===== src/design/dnh_pkg.sv =====
// Package for the directory name hash block: item types, controller
// commands, state codes and constants. Depends on nothing.
package dnh_pkg;

  // Widths of the hash and the table size.
  localparam int unsigned HashW  = 11;
  localparam int unsigned SizeW  = 16;
  localparam int unsigned CountW = 4;

  // One remainder step for each bit of the hash.
  localparam logic [CountW-1:0] HashSteps = CountW'(HashW);

  // Configuration register indexes.
  localparam logic [0:0] RegTableSize = 1'b0;
  localparam logic [0:0] RegIntlMode  = 1'b1;

  // Reset values of the configuration registers.
  localparam logic [SizeW-1:0] TableSizeReset = 16'd72;

  // Character codes used by the case folding.
  localparam logic [7:0] AsciiLowA   = 8'h61;
  localparam logic [7:0] AsciiLowZ   = 8'h7a;
  localparam logic [7:0] LatinLowLo  = 8'he0;
  localparam logic [7:0] LatinLowHi  = 8'hfe;
  localparam logic [7:0] LatinDivide = 8'hf7;
  localparam logic [7:0] CaseOffset  = 8'h20;

  typedef struct packed {
    logic [7:0] name_byte;
    logic [7:0] name_length;
    logic       first;
    logic       last;
  } in_item_t;

  typedef struct packed {
    logic [SizeW-1:0] bucket;
    logic [HashW-1:0] raw_hash;
  } out_item_t;

  // Commands from the controller to the datapath.
  typedef struct packed {
    logic accept;    // an input item is taken this cycle
    logic div_step;  // one remainder step
    logic out_load;  // the remainder is final, load the result register
  } dnh_cmd_t;

  typedef enum logic {
    S_IDLE,
    S_DIV
  } dnh_state_e;

endpackage


===== src/design/dnh_ctrl.sv =====
// Controller of the directory name hash block: input and output handshake,
// remainder step counter and result valid flag. Depends on dnh_pkg.
module dnh_ctrl (
  input  logic            clk_i,
  input  logic            rst_ni,
  input  logic            in_valid_i,
  input  logic            in_last_i,
  output logic            in_stall_o,
  output logic            out_valid_o,
  input  logic            out_stall_i,
  output dnh_pkg::dnh_cmd_t cmd_o
);
  import dnh_pkg::*;

  dnh_state_e        state_q, state_d;
  logic [CountW-1:0] step_q, step_d;
  logic              out_valid_q, out_valid_d;
  logic              out_free;
  logic              in_take;

  // The result register can take a new item when empty or being drained.
  assign out_free = !out_valid_q || !out_stall_i;
  assign in_take  = in_valid_i && (state_q == S_IDLE);

  // Next state.
  always_comb begin
    state_d = state_q;
    unique case (state_q)
      S_IDLE: begin
        if (in_take && in_last_i) begin
          state_d = S_DIV;
        end
      end
      S_DIV: begin
        if ((step_q == HashSteps) && out_free) begin
          state_d = S_IDLE;
        end
      end
      default: state_d = S_IDLE;
    endcase
  end

  // Outputs and commands.
  always_comb begin
    cmd_o      = '0;
    in_stall_o = 1'b1;
    step_d     = step_q;
    unique case (state_q)
      S_IDLE: begin
        in_stall_o   = 1'b0;
        cmd_o.accept = in_valid_i;
        step_d       = '0;
      end
      S_DIV: begin
        if (step_q != HashSteps) begin
          cmd_o.div_step = 1'b1;
          step_d         = step_q + CountW'(1);
        end else if (out_free) begin
          cmd_o.out_load = 1'b1;
        end
      end
      default: begin
        step_d = '0;
      end
    endcase
  end

  // The result stays valid until it is taken.
  assign out_valid_d = cmd_o.out_load || (out_valid_q && out_stall_i);
  assign out_valid_o = out_valid_q;

  always_ff @(posedge clk_i or negedge rst_ni) begin
    if (!rst_ni) begin
      state_q     <= S_IDLE;
      step_q      <= '0;
      out_valid_q <= 1'b0;
    end else begin
      state_q     <= state_d;
      step_q      <= step_d;
      out_valid_q <= out_valid_d;
    end
  end

  a_step_bound : assert property (@(posedge clk_i) disable iff (!rst_ni)
    step_q <= HashSteps)
    else $error("remainder step counter ran past the hash width");

  a_load_done : assert property (@(posedge clk_i) disable iff (!rst_ni)
    cmd_o.out_load |-> (step_q == HashSteps) && (state_q == S_DIV))
    else $error("result loaded before the remainder was complete");

  a_last_starts_div : assert property (@(posedge clk_i) disable iff (!rst_ni)
    (in_valid_i && !in_stall_o && in_last_i) |=> (state_q == S_DIV))
    else $error("last item did not start the remainder");

  a_result_held : assert property (@(posedge clk_i) disable iff (!rst_ni)
    (out_valid_q && out_stall_i) |=> out_valid_q)
    else $error("stalled result was dropped");

endmodule


===== src/design/dnh_datapath.sv =====
// Datapath of the directory name hash block: configuration registers,
// running hash, byte count and the bit-serial remainder. Depends on dnh_pkg.
module dnh_datapath #(
  parameter int unsigned NAME_MAX = 30
) (
  input  logic                    clk_i,
  input  logic                    rst_ni,
  input  dnh_pkg::dnh_cmd_t       cmd_i,
  input  dnh_pkg::in_item_t       in_item_i,
  input  logic                    cfg_we_i,
  input  logic [0:0]              cfg_addr_i,
  input  logic [dnh_pkg::SizeW-1:0] cfg_wdata_i,
  output dnh_pkg::out_item_t      out_item_o
);
  import dnh_pkg::*;

  localparam logic [7:0] NameMax = 8'(NAME_MAX);

  logic [SizeW-1:0] table_size_q;
  logic             intl_mode_q;
  logic [HashW-1:0] hash_q, hash_d;
  logic [7:0]       count_q, count_d;
  logic [7:0]       kept_q, kept_d;
  logic [HashW-1:0] shift_q;
  logic [SizeW-1:0] rem_q;
  logic [SizeW:0]   trial;
  logic [SizeW:0]   trial_sub;
  logic [7:0]       folded;
  logic [HashW-1:0] hash_base, hash_mul;
  logic [7:0]       count_base, kept_base;
  out_item_t        out_q;

  // Upper-case folding of one character.
  function automatic logic [7:0] fold(input logic [7:0] c, input logic intl);
    logic lower_ascii;
    logic lower_latin;
    lower_ascii = (c >= AsciiLowA) && (c <= AsciiLowZ);
    lower_latin = intl && (c >= LatinLowLo) && (c <= LatinLowHi) && (c != LatinDivide);
    return (lower_ascii || lower_latin) ? (c - CaseOffset) : c;
  endfunction

  // Configuration writes.
  always_ff @(posedge clk_i or negedge rst_ni) begin
    if (!rst_ni) begin
      table_size_q <= TableSizeReset;
      intl_mode_q  <= 1'b0;
    end else if (cfg_we_i) begin
      unique case (cfg_addr_i)
        RegTableSize: table_size_q <= cfg_wdata_i;
        RegIntlMode:  intl_mode_q  <= cfg_wdata_i[0];
        default: ;
      endcase
    end
  end

  // A first item restarts the name with the cut length as seed.
  always_comb begin
    if (in_item_i.first) begin
      kept_base  = (in_item_i.name_length > NameMax) ? NameMax : in_item_i.name_length;
      hash_base  = {{(HashW-8){1'b0}}, kept_base};
      count_base = '0;
    end else begin
      kept_base  = kept_q;
      hash_base  = hash_q;
      count_base = count_q;
    end
  end

  // Hash update: times thirteen plus the folded byte, modulo 2048.
  assign folded   = fold(in_item_i.name_byte, intl_mode_q);
  assign hash_mul = (hash_base << 3) + (hash_base << 2) + hash_base;

  always_comb begin
    hash_d  = hash_q;
    count_d = count_q;
    kept_d  = kept_q;
    if (cmd_i.accept) begin
      kept_d  = kept_base;
      hash_d  = hash_base;
      count_d = count_base;
      if (count_base < kept_base) begin
        hash_d  = hash_mul + {{(HashW-8){1'b0}}, folded};
        count_d = count_base + 8'd1;
      end
    end
  end

  always_ff @(posedge clk_i or negedge rst_ni) begin
    if (!rst_ni) begin
      hash_q  <= '0;
      count_q <= '0;
      kept_q  <= '0;
    end else begin
      hash_q  <= hash_d;
      count_q <= count_d;
      kept_q  <= kept_d;
    end
  end

  // Restoring remainder, one hash bit per step from the top.
  assign trial     = {rem_q, shift_q[HashW-1]};
  assign trial_sub = trial - {1'b0, table_size_q};

  always_ff @(posedge clk_i) begin
    if (cmd_i.accept) begin
      shift_q <= hash_d;
      rem_q   <= '0;
    end else if (cmd_i.div_step) begin
      shift_q <= {shift_q[HashW-2:0], 1'b0};
      rem_q   <= (trial >= {1'b0, table_size_q}) ? trial_sub[SizeW-1:0] : trial[SizeW-1:0];
    end
  end

  // Result register; a zero table size gives bucket zero.
  always_ff @(posedge clk_i) begin
    if (cmd_i.out_load) begin
      out_q.bucket   <= (table_size_q == '0) ? '0 : rem_q;
      out_q.raw_hash <= hash_q;
    end
  end

  assign out_item_o = out_q;

endmodule


===== src/design/directory_name_hash.sv =====
// Top level of the directory name hash block: joins controller and datapath.
// Depends on dnh_pkg, dnh_ctrl and dnh_datapath.
//
// Takes a name one byte per item, one item per cycle while the input is not
// stalled, and keeps a running eleven-bit hash of the first NAME_MAX bytes
// with case folding. An item marked last is followed by a bit-serial
// remainder of the hash by the table size: the input stalls through the 11
// remainder steps and the load of the result register. The result register
// holds a finished result while the next name is taken; the load of a second
// result waits only if that result is not yet taken. Configuration is written
// through a plain write port at index 0 (table size) and 1 (international
// folding).
module directory_name_hash #(
  parameter int unsigned NAME_MAX = 30
) (
  input  logic                      clk_i,
  input  logic                      rst_ni,
  input  logic                      in_valid_i,
  output logic                      in_stall_o,
  input  dnh_pkg::in_item_t         in_item_i,
  output logic                      out_valid_o,
  input  logic                      out_stall_i,
  output dnh_pkg::out_item_t        out_item_o,
  input  logic                      cfg_we_i,
  input  logic [0:0]                cfg_addr_i,
  input  logic [dnh_pkg::SizeW-1:0] cfg_wdata_i
);
  import dnh_pkg::*;

  dnh_cmd_t cmd;

  // Sequencing of handshakes and remainder steps.
  dnh_ctrl u_ctrl (
    .clk_i      (clk_i),
    .rst_ni     (rst_ni),
    .in_valid_i (in_valid_i),
    .in_last_i  (in_item_i.last),
    .in_stall_o (in_stall_o),
    .out_valid_o(out_valid_o),
    .out_stall_i(out_stall_i),
    .cmd_o      (cmd)
  );

  // Hash, remainder and configuration state.
  dnh_datapath #(
    .NAME_MAX(NAME_MAX)
  ) u_datapath (
    .clk_i      (clk_i),
    .rst_ni     (rst_ni),
    .cmd_i      (cmd),
    .in_item_i  (in_item_i),
    .cfg_we_i   (cfg_we_i),
    .cfg_addr_i (cfg_addr_i),
    .cfg_wdata_i(cfg_wdata_i),
    .out_item_o (out_item_o)
  );

endmodule

===== config.mk =====
export PLATFORM = sky130hd
export DESIGN_NAME = directory_name_hash
export DESIGN_NICKNAME = d
export VERILOG_FILES = /design/src/design/dnh_pkg.sv /design/src/design/dnh_ctrl.sv /design/src/design/dnh_datapath.sv /design/src/design/directory_name_hash.sv
export SDC_FILE = /design/constraint.sdc
export NUM_CORES = 1
export LEC_CHECK = 0
export BUFFER_PORTS_ARGS = -buffer_cell sky130_fd_sc_hd__buf_2
export CAP_MARGIN = 15
export CORE_ASPECT_RATIO = 1.4
export CORE_UTILIZATION = 55
export CTS_BUF_LIST = sky130_fd_sc_hd__clkbuf_4 sky130_fd_sc_hd__clkbuf_8
export CTS_CLUSTER_DIAMETER = 30
export DETAILED_ROUTE_END_ITERATION = 10
export PLACE_DENSITY = 0.76
export SLEW_MARGIN = 10
export SYNTH_ARGS = -nofsm -noshare
export SYNTH_HDL_FRONTEND = slang
export SYNTH_SLANG_ARGS = --single-unit
export TNS_END_PERCENT = 50

===== constraint.sdc =====
create_clock -name clk_i -period 4.6 [get_ports clk_i]
set_input_delay 0.92 -clock clk_i [delete_from_list [all_inputs] [get_ports clk_i]]
set_output_delay 0.92 -clock clk_i [all_outputs]
set_load 0.05 [all_outputs]

* Yosys cells after proc, flatten, opt, wreduce, memory -nomap -nowiden
Index checks and enable logic that the tools add are counted.
Cells by class: add/subtract/negate cells 7, order comparisons 7, equality and inequality tests 4, multiplexer cells 22, bitwise operators 2, reduce and logical (&&, ||, !) cells 17
Operators with widths (number):
- 11-bit two-way mux | 5
- 8-bit two-way mux | 5
- 11-bit adder | 2
- 17-bit by 16-bit greater-or-equal comparator with 1-bit output | 1
- 16-bit logical NOT | 1
- 16-bit two-way mux | 1
- 16-bit subtractor | 1
- 11-bit by 8-bit adder with 11-bit output | 1
- 8-bit by 1-bit adder with 8-bit output (second input constant) | 1
- 8-bit by 7-bit greater-or-equal comparator with 1-bit output (second input constant) | 1
- 8-bit greater-or-equal comparator (second input constant) | 1
- 8-bit by 5-bit greater-than comparator with 1-bit output (second input constant) | 1
- 8-bit by 7-bit less-or-equal comparator with 1-bit output (second input constant) | 1
- 8-bit less-or-equal comparator (second input constant) | 1
- 1-bit logical AND | 8
- 8-bit < comparator | 1
- 8-bit inequality test (second input constant) | 1
- 4-bit case mux with 2 select lines | 1
- 8-bit by 6-bit subtractor with 8-bit output (second input constant) | 1
- 1-bit two-way mux | 7
- 4-bit by 1-bit adder with 4-bit output (second input constant) | 1
- 4-bit == test (second input constant) | 1
- 4-bit two-way mux | 1
- 4-bit inequality test (second input constant) | 1
- 8 further kinds | 13
Word-level totals: register bits 104, logic and storage cells 71

* Longest topological paths before layout
depth after elaboration 10, gate-level depth with buffers 16

* Hierarchy
A second synthesis with hierarchy kept.
Second synthesis, totals: cell total of the unflattened synthesis 673, area, all modules 6513.7 µm²
Modules (own cells, without submodules):
- dnh_datapath | instances 1, cells an instance 643, area each 6199.7 µm², seq. area each 2565.0 µm²
- dnh_ctrl | instances 1, cells an instance 30, area each 314.1 µm², seq. area each 150.1 µm²

* Worst setup path after synthesis
OpenSTA, ideal clock, no wires.
kind input-to-reg, start point in in_item_i[1] (netlist name), end point reg u_datapath.shift_q[8], data pin, data arrival time 4089 ps, data required time 4339 ps, setup slack 250 ps, stages 15, path buffers 1, cell sequence clkbuf_1 nand2_1 o22a_1 fa_1 inv_1 fa_1 inv_1 ha_1 a21o_1 a21oi_1 o21bai_1 a21oi_1 xnor2_1 a221oi_1 nor2_1
On the way: cells in the longest elaborated chain, start to end 7
Ends and longest elaborated chain:
- start, declared | line directory_name_hash.sv:20 | input dnh_pkg::in_item_t in_item_i,
- 11-bit two-way mux | line dnh_datapath.sv:58 | if (in_item_i.first) begin
- 11-bit adder (2 in a row) | line dnh_datapath.sv:71 | assign hash_mul = (hash_base << 3) + (hash_base << 2) + hash_base;
- 11-bit by 8-bit adder with 11-bit output | line dnh_datapath.sv:82 | hash_d = hash_mul + {{(HashW-8){1'b0}}, folded};
- 11-bit two-way mux * | line dnh_datapath.sv:81 | if (count_base < kept_base) begin
- 11-bit two-way mux * | line dnh_datapath.sv:77 | if (cmd_i.accept) begin
- 11-bit two-way mux * | line dnh_datapath.sv:105 | if (cmd_i.accept) begin
- end signal, assigned | line dnh_datapath.sv:106 | shift_q <= hash_d;
- end signal, assigned | line dnh_datapath.sv:109 | shift_q <= {shift_q[HashW-2:0], 1'b0};
- end, declared | line dnh_datapath.sv:24 | logic [HashW-1:0] shift_q;
Mark *: on every way between the ends. The rest lies on a longest branch, timed or not. A chain may end at the register's enable or synchronous reset.

* Worst setup path after layout
start point in in_item_i[7] (netlist name), end point reg u_datapath.shift_q[8], data pin
On the way: cells in the longest elaborated chain, start to end 9
Ends and longest elaborated chain:
- 8-bit by 5-bit greater-than comparator with 1-bit output | line dnh_datapath.sv:59 | kept_base = (in_item_i.name_length > NameMax) ? NameMax : in_item_i.name_length;
- 8-bit two-way mux * | line dnh_datapath.sv:59
- 11-bit two-way mux | line dnh_datapath.sv:58
- 11-bit adder (2 in a row) | line dnh_datapath.sv:71
- 11-bit by 8-bit adder with 11-bit output | line dnh_datapath.sv:82
- 11-bit two-way mux * | line dnh_datapath.sv:81
- 11-bit two-way mux * | line dnh_datapath.sv:77
- 11-bit two-way mux * | line dnh_datapath.sv:105
Marked as above.

==> flow_summary.toml <==
[cells_and_area]
drive_gt1_share_pct = 16.02
utilization_pct = 63.68
nNetsFinal = 790
n_fill_cell = 926
fin_area_mm2 = 0.006955
syn2layout_area_growth_pct = 11.43
antennaDiodeCount = 0

[yosys]
syn-num-nets = 720
yosys.area.top_type = "dfrtp_1"
synth_edf_count = 38
syn_avg_cell_area_um2 = 10.00
synthTopCellsByCount = "nand2_1 (60), inv_1 (52), dfrtp_1 (48), o21ai_0 (46), ha_1 (44)"
synth_area_leaders = "dfrtp_1 (19%), edfxtp_1 (18%), ha_1 (8.8%)"
ys_seq_area_share_pct = 43.50
yosysWarnings = 0
synth_ff_type = "dfrtp_1"
async_reset_ff_share_pct = 48.08
mappedNetlistArea_mm2 = 0.006242
synth_top_area_share_pct = 19.24
ys_types = 62
synth.ff_latch_count = 104
synthCells = 624
synth.most_common_cell = "nand2_1"

[floorplan]
die_h_um = 128.1
die_width_um = 92.04
core_mm2 = 0.01092
die_area_mm2 = 0.01179
start_util_pct = 57.15
ios = 69
rows = 45

[timing]
fin_crit_sh_pct = 93.74
fin_skew_ns = 0.006206
hold_violations = 0
maxSlewViolCount = 0
slew_headroom_pct = 26.53
setup_violations = 0
fmax_mhz = 231.9
min_period_ns = 4.312
rsz0062_at_grt = "false"
tightestPinTransition_ns = 1.102

[clocking]
clkSlewWorstSetupHoldPaths_ns = 0.09
postCtsSetupBuffers = 0
insertion_delay_ns = 0.39
tritoncts = "done"
cts_hold_buf = 0
cts.path.max_buffers = 2
clkSinkCount = 104
cts-root-buf = "clkbuf_8"
cts_resized = 0
cts_inserted_buffers = 9
h-tree-depth = 3

[route]
viasPerCell = 5.905
drt_iter0_markers = 158
drc = 0
firstDrtPassIters = 4
wl_um = 14370
ant_nets = 0
vias = 4960
wire_per_inst_um = 17.11

[critical_path]
crit_family = "adder cells"
cp.depth = 17
r2r_setup_slack_ns = 0.92
startpoint_type = "input port"
path_cells = "buf_2 > nor3_2 > nand4_1 > o21ai_0 > inv_1 > fa_1 > inv_1 > ha_1 > xnor2_1 > fa_1 > a21o_1 > a21oi_1 > o21bai_1 > a21oi_1 > xnor2_1 > a221oi_1 > nor2_1"
cp.required_ns = 4.74
crit_fanout = 3
cp-end-kind = "flip-flop"
cpMaxStageDelayCell = "fa_1"
critPathKind = "in -> reg"
rr_worst_depth = 15
critPathLaunch = "in_item_i[7]"
slowest_delay_ns = 0.49
worst-path-buf-inv = 3
r2r_start = "u_datapath.hash_q[0]"
arrival_ns = 4.45

[worst_hold_path]
hp-start = "u_datapath.hash_q[9]"
min_path_cells = 0
hp-class = "reg -> reg"

[outcome]
status = "finished, final reports clean"

[place]
detailed_place_hpwl_um = 10980
place_area_mm2 = 0.006793
portBuffers = 68
place_congestion = 0.8896

[global_routing]
grt_max_degree = 51
track_usage_pct = 25.57
grt_pass1_vias = 4948
overflow = 0
grt_pass1_wl_um = 23040
antenna_found_initial = 0

[power]
ir_drop_v = 0.0005421
p_leak_nw = 3.028
power-per-cell-area_mw_per_mm2 = 730.2

[flow_run]
drv_cap = 0
through the flow:
step	cells	worst slack (ns)	hold slack, ns	total power, mW	TNS (ns)
after floorplan	624	0.2504	0.4473	3.848	0
after detailed placement	824	-0.07694	0.4736	4.569	-0.07694
final	840	0.2882	0.4900	5.079	0
after CTS	840	0.3306	0.4894	5.082	0
after global placement	824	0.1127	0.4578	4.440	0
after global routing	840	0.03588	0.5043	5.486	0
cells in the final DEF (no fill, tap or decap), types with 14 or more instances in the layout:
cell type,n
edfxtp_1,38
a21oi_1,22
dfxtp_1,16
buf_4,14
dfrtp_1,48
nand2_1,60
and2_1,24
ha_1,44
o21ai_0,46
xnor2_1,26
buf_2,68
nand3_1,19
inv_1,52
nor2_1,28
per-layer routing:
metal,GRT usage [%],share of wire [%],vias up
li1,-,-,2369
met1,26.43,38,2402
met2,47.37,53,142
met3,2.788,3.1,47
met4,18.57,5.6,0
met5,0,0,-
sequential cells by signal (all words and copies together) (netlist names):
name,flops
u_ctrl.step_q,4
u_datapath.rem_q,16
u_datapath.intl_mode_q,1
u_datapath.count_q,8
u_ctrl.out_valid_o,1
u_datapath.hash_q,11
u_datapath.shift_q,11
u_datapath.kept_q,8
u_datapath.table_size_q,16
u_datapath.out_item_o,27
u_ctrl.state_q,1
logic make-up (layout without fill, tap and decap cells):
kind of cell / after synthesis / in the layout / share of synthesized area [%]
adder cells (fa/ha/maj): 56 / 56 / 12.67
AND/OR/NAND/NOR: 188 / 188 / 15.29
XOR/XNOR: 32 / 32 / 4.490
multiplexers: 16 / 16 / 2.626
AO/OA/AOI/OAI: 152 / 152 / 16.68
buffers and inverters: 76 / 151 / 4.750
flip-flops: 104 / 104 / 43.50
final cells by class:
type / instances / area [µm²] / share of cell area (%)
Multi-Input combinational cell: 444 / 3241 / 46.59
Sequential cell: 104 / 2715 / 39.04
Timing Repair Buffer: 83 / 465.4 / 6.692
Inverter: 52 / 195.2 / 2.806
Tap cell: 141 / 176.4 / 2.536
Clock buffer: 9 / 123.9 / 1.781
Clock inverter: 7 / 38.79 / 0.5577
report_power, final:
part	switching [mW]	leakage [nW]	internal [mW]	total (mW)
sequential	0.250	1.09	1.33	1.58
combinational	1.68	1.85	1.32	2.99
clock	0.318	0.0838	0.191	0.509
total	2.24	3.03	2.84	5.08
worst paths after layout:
kind / end
setup / recovery: u_datapath.shift_q[8]
hold / removal: u_datapath.out_item_o[9]
setup reg to reg: u_datapath.shift_q[8]
hold reg to reg: u_datapath.out_item_o[9]
max in group asynchronous: u_datapath.table_size_q[0]
min in group asynchronous: u_ctrl.state_q
Power figures use the tool's default switching activity.
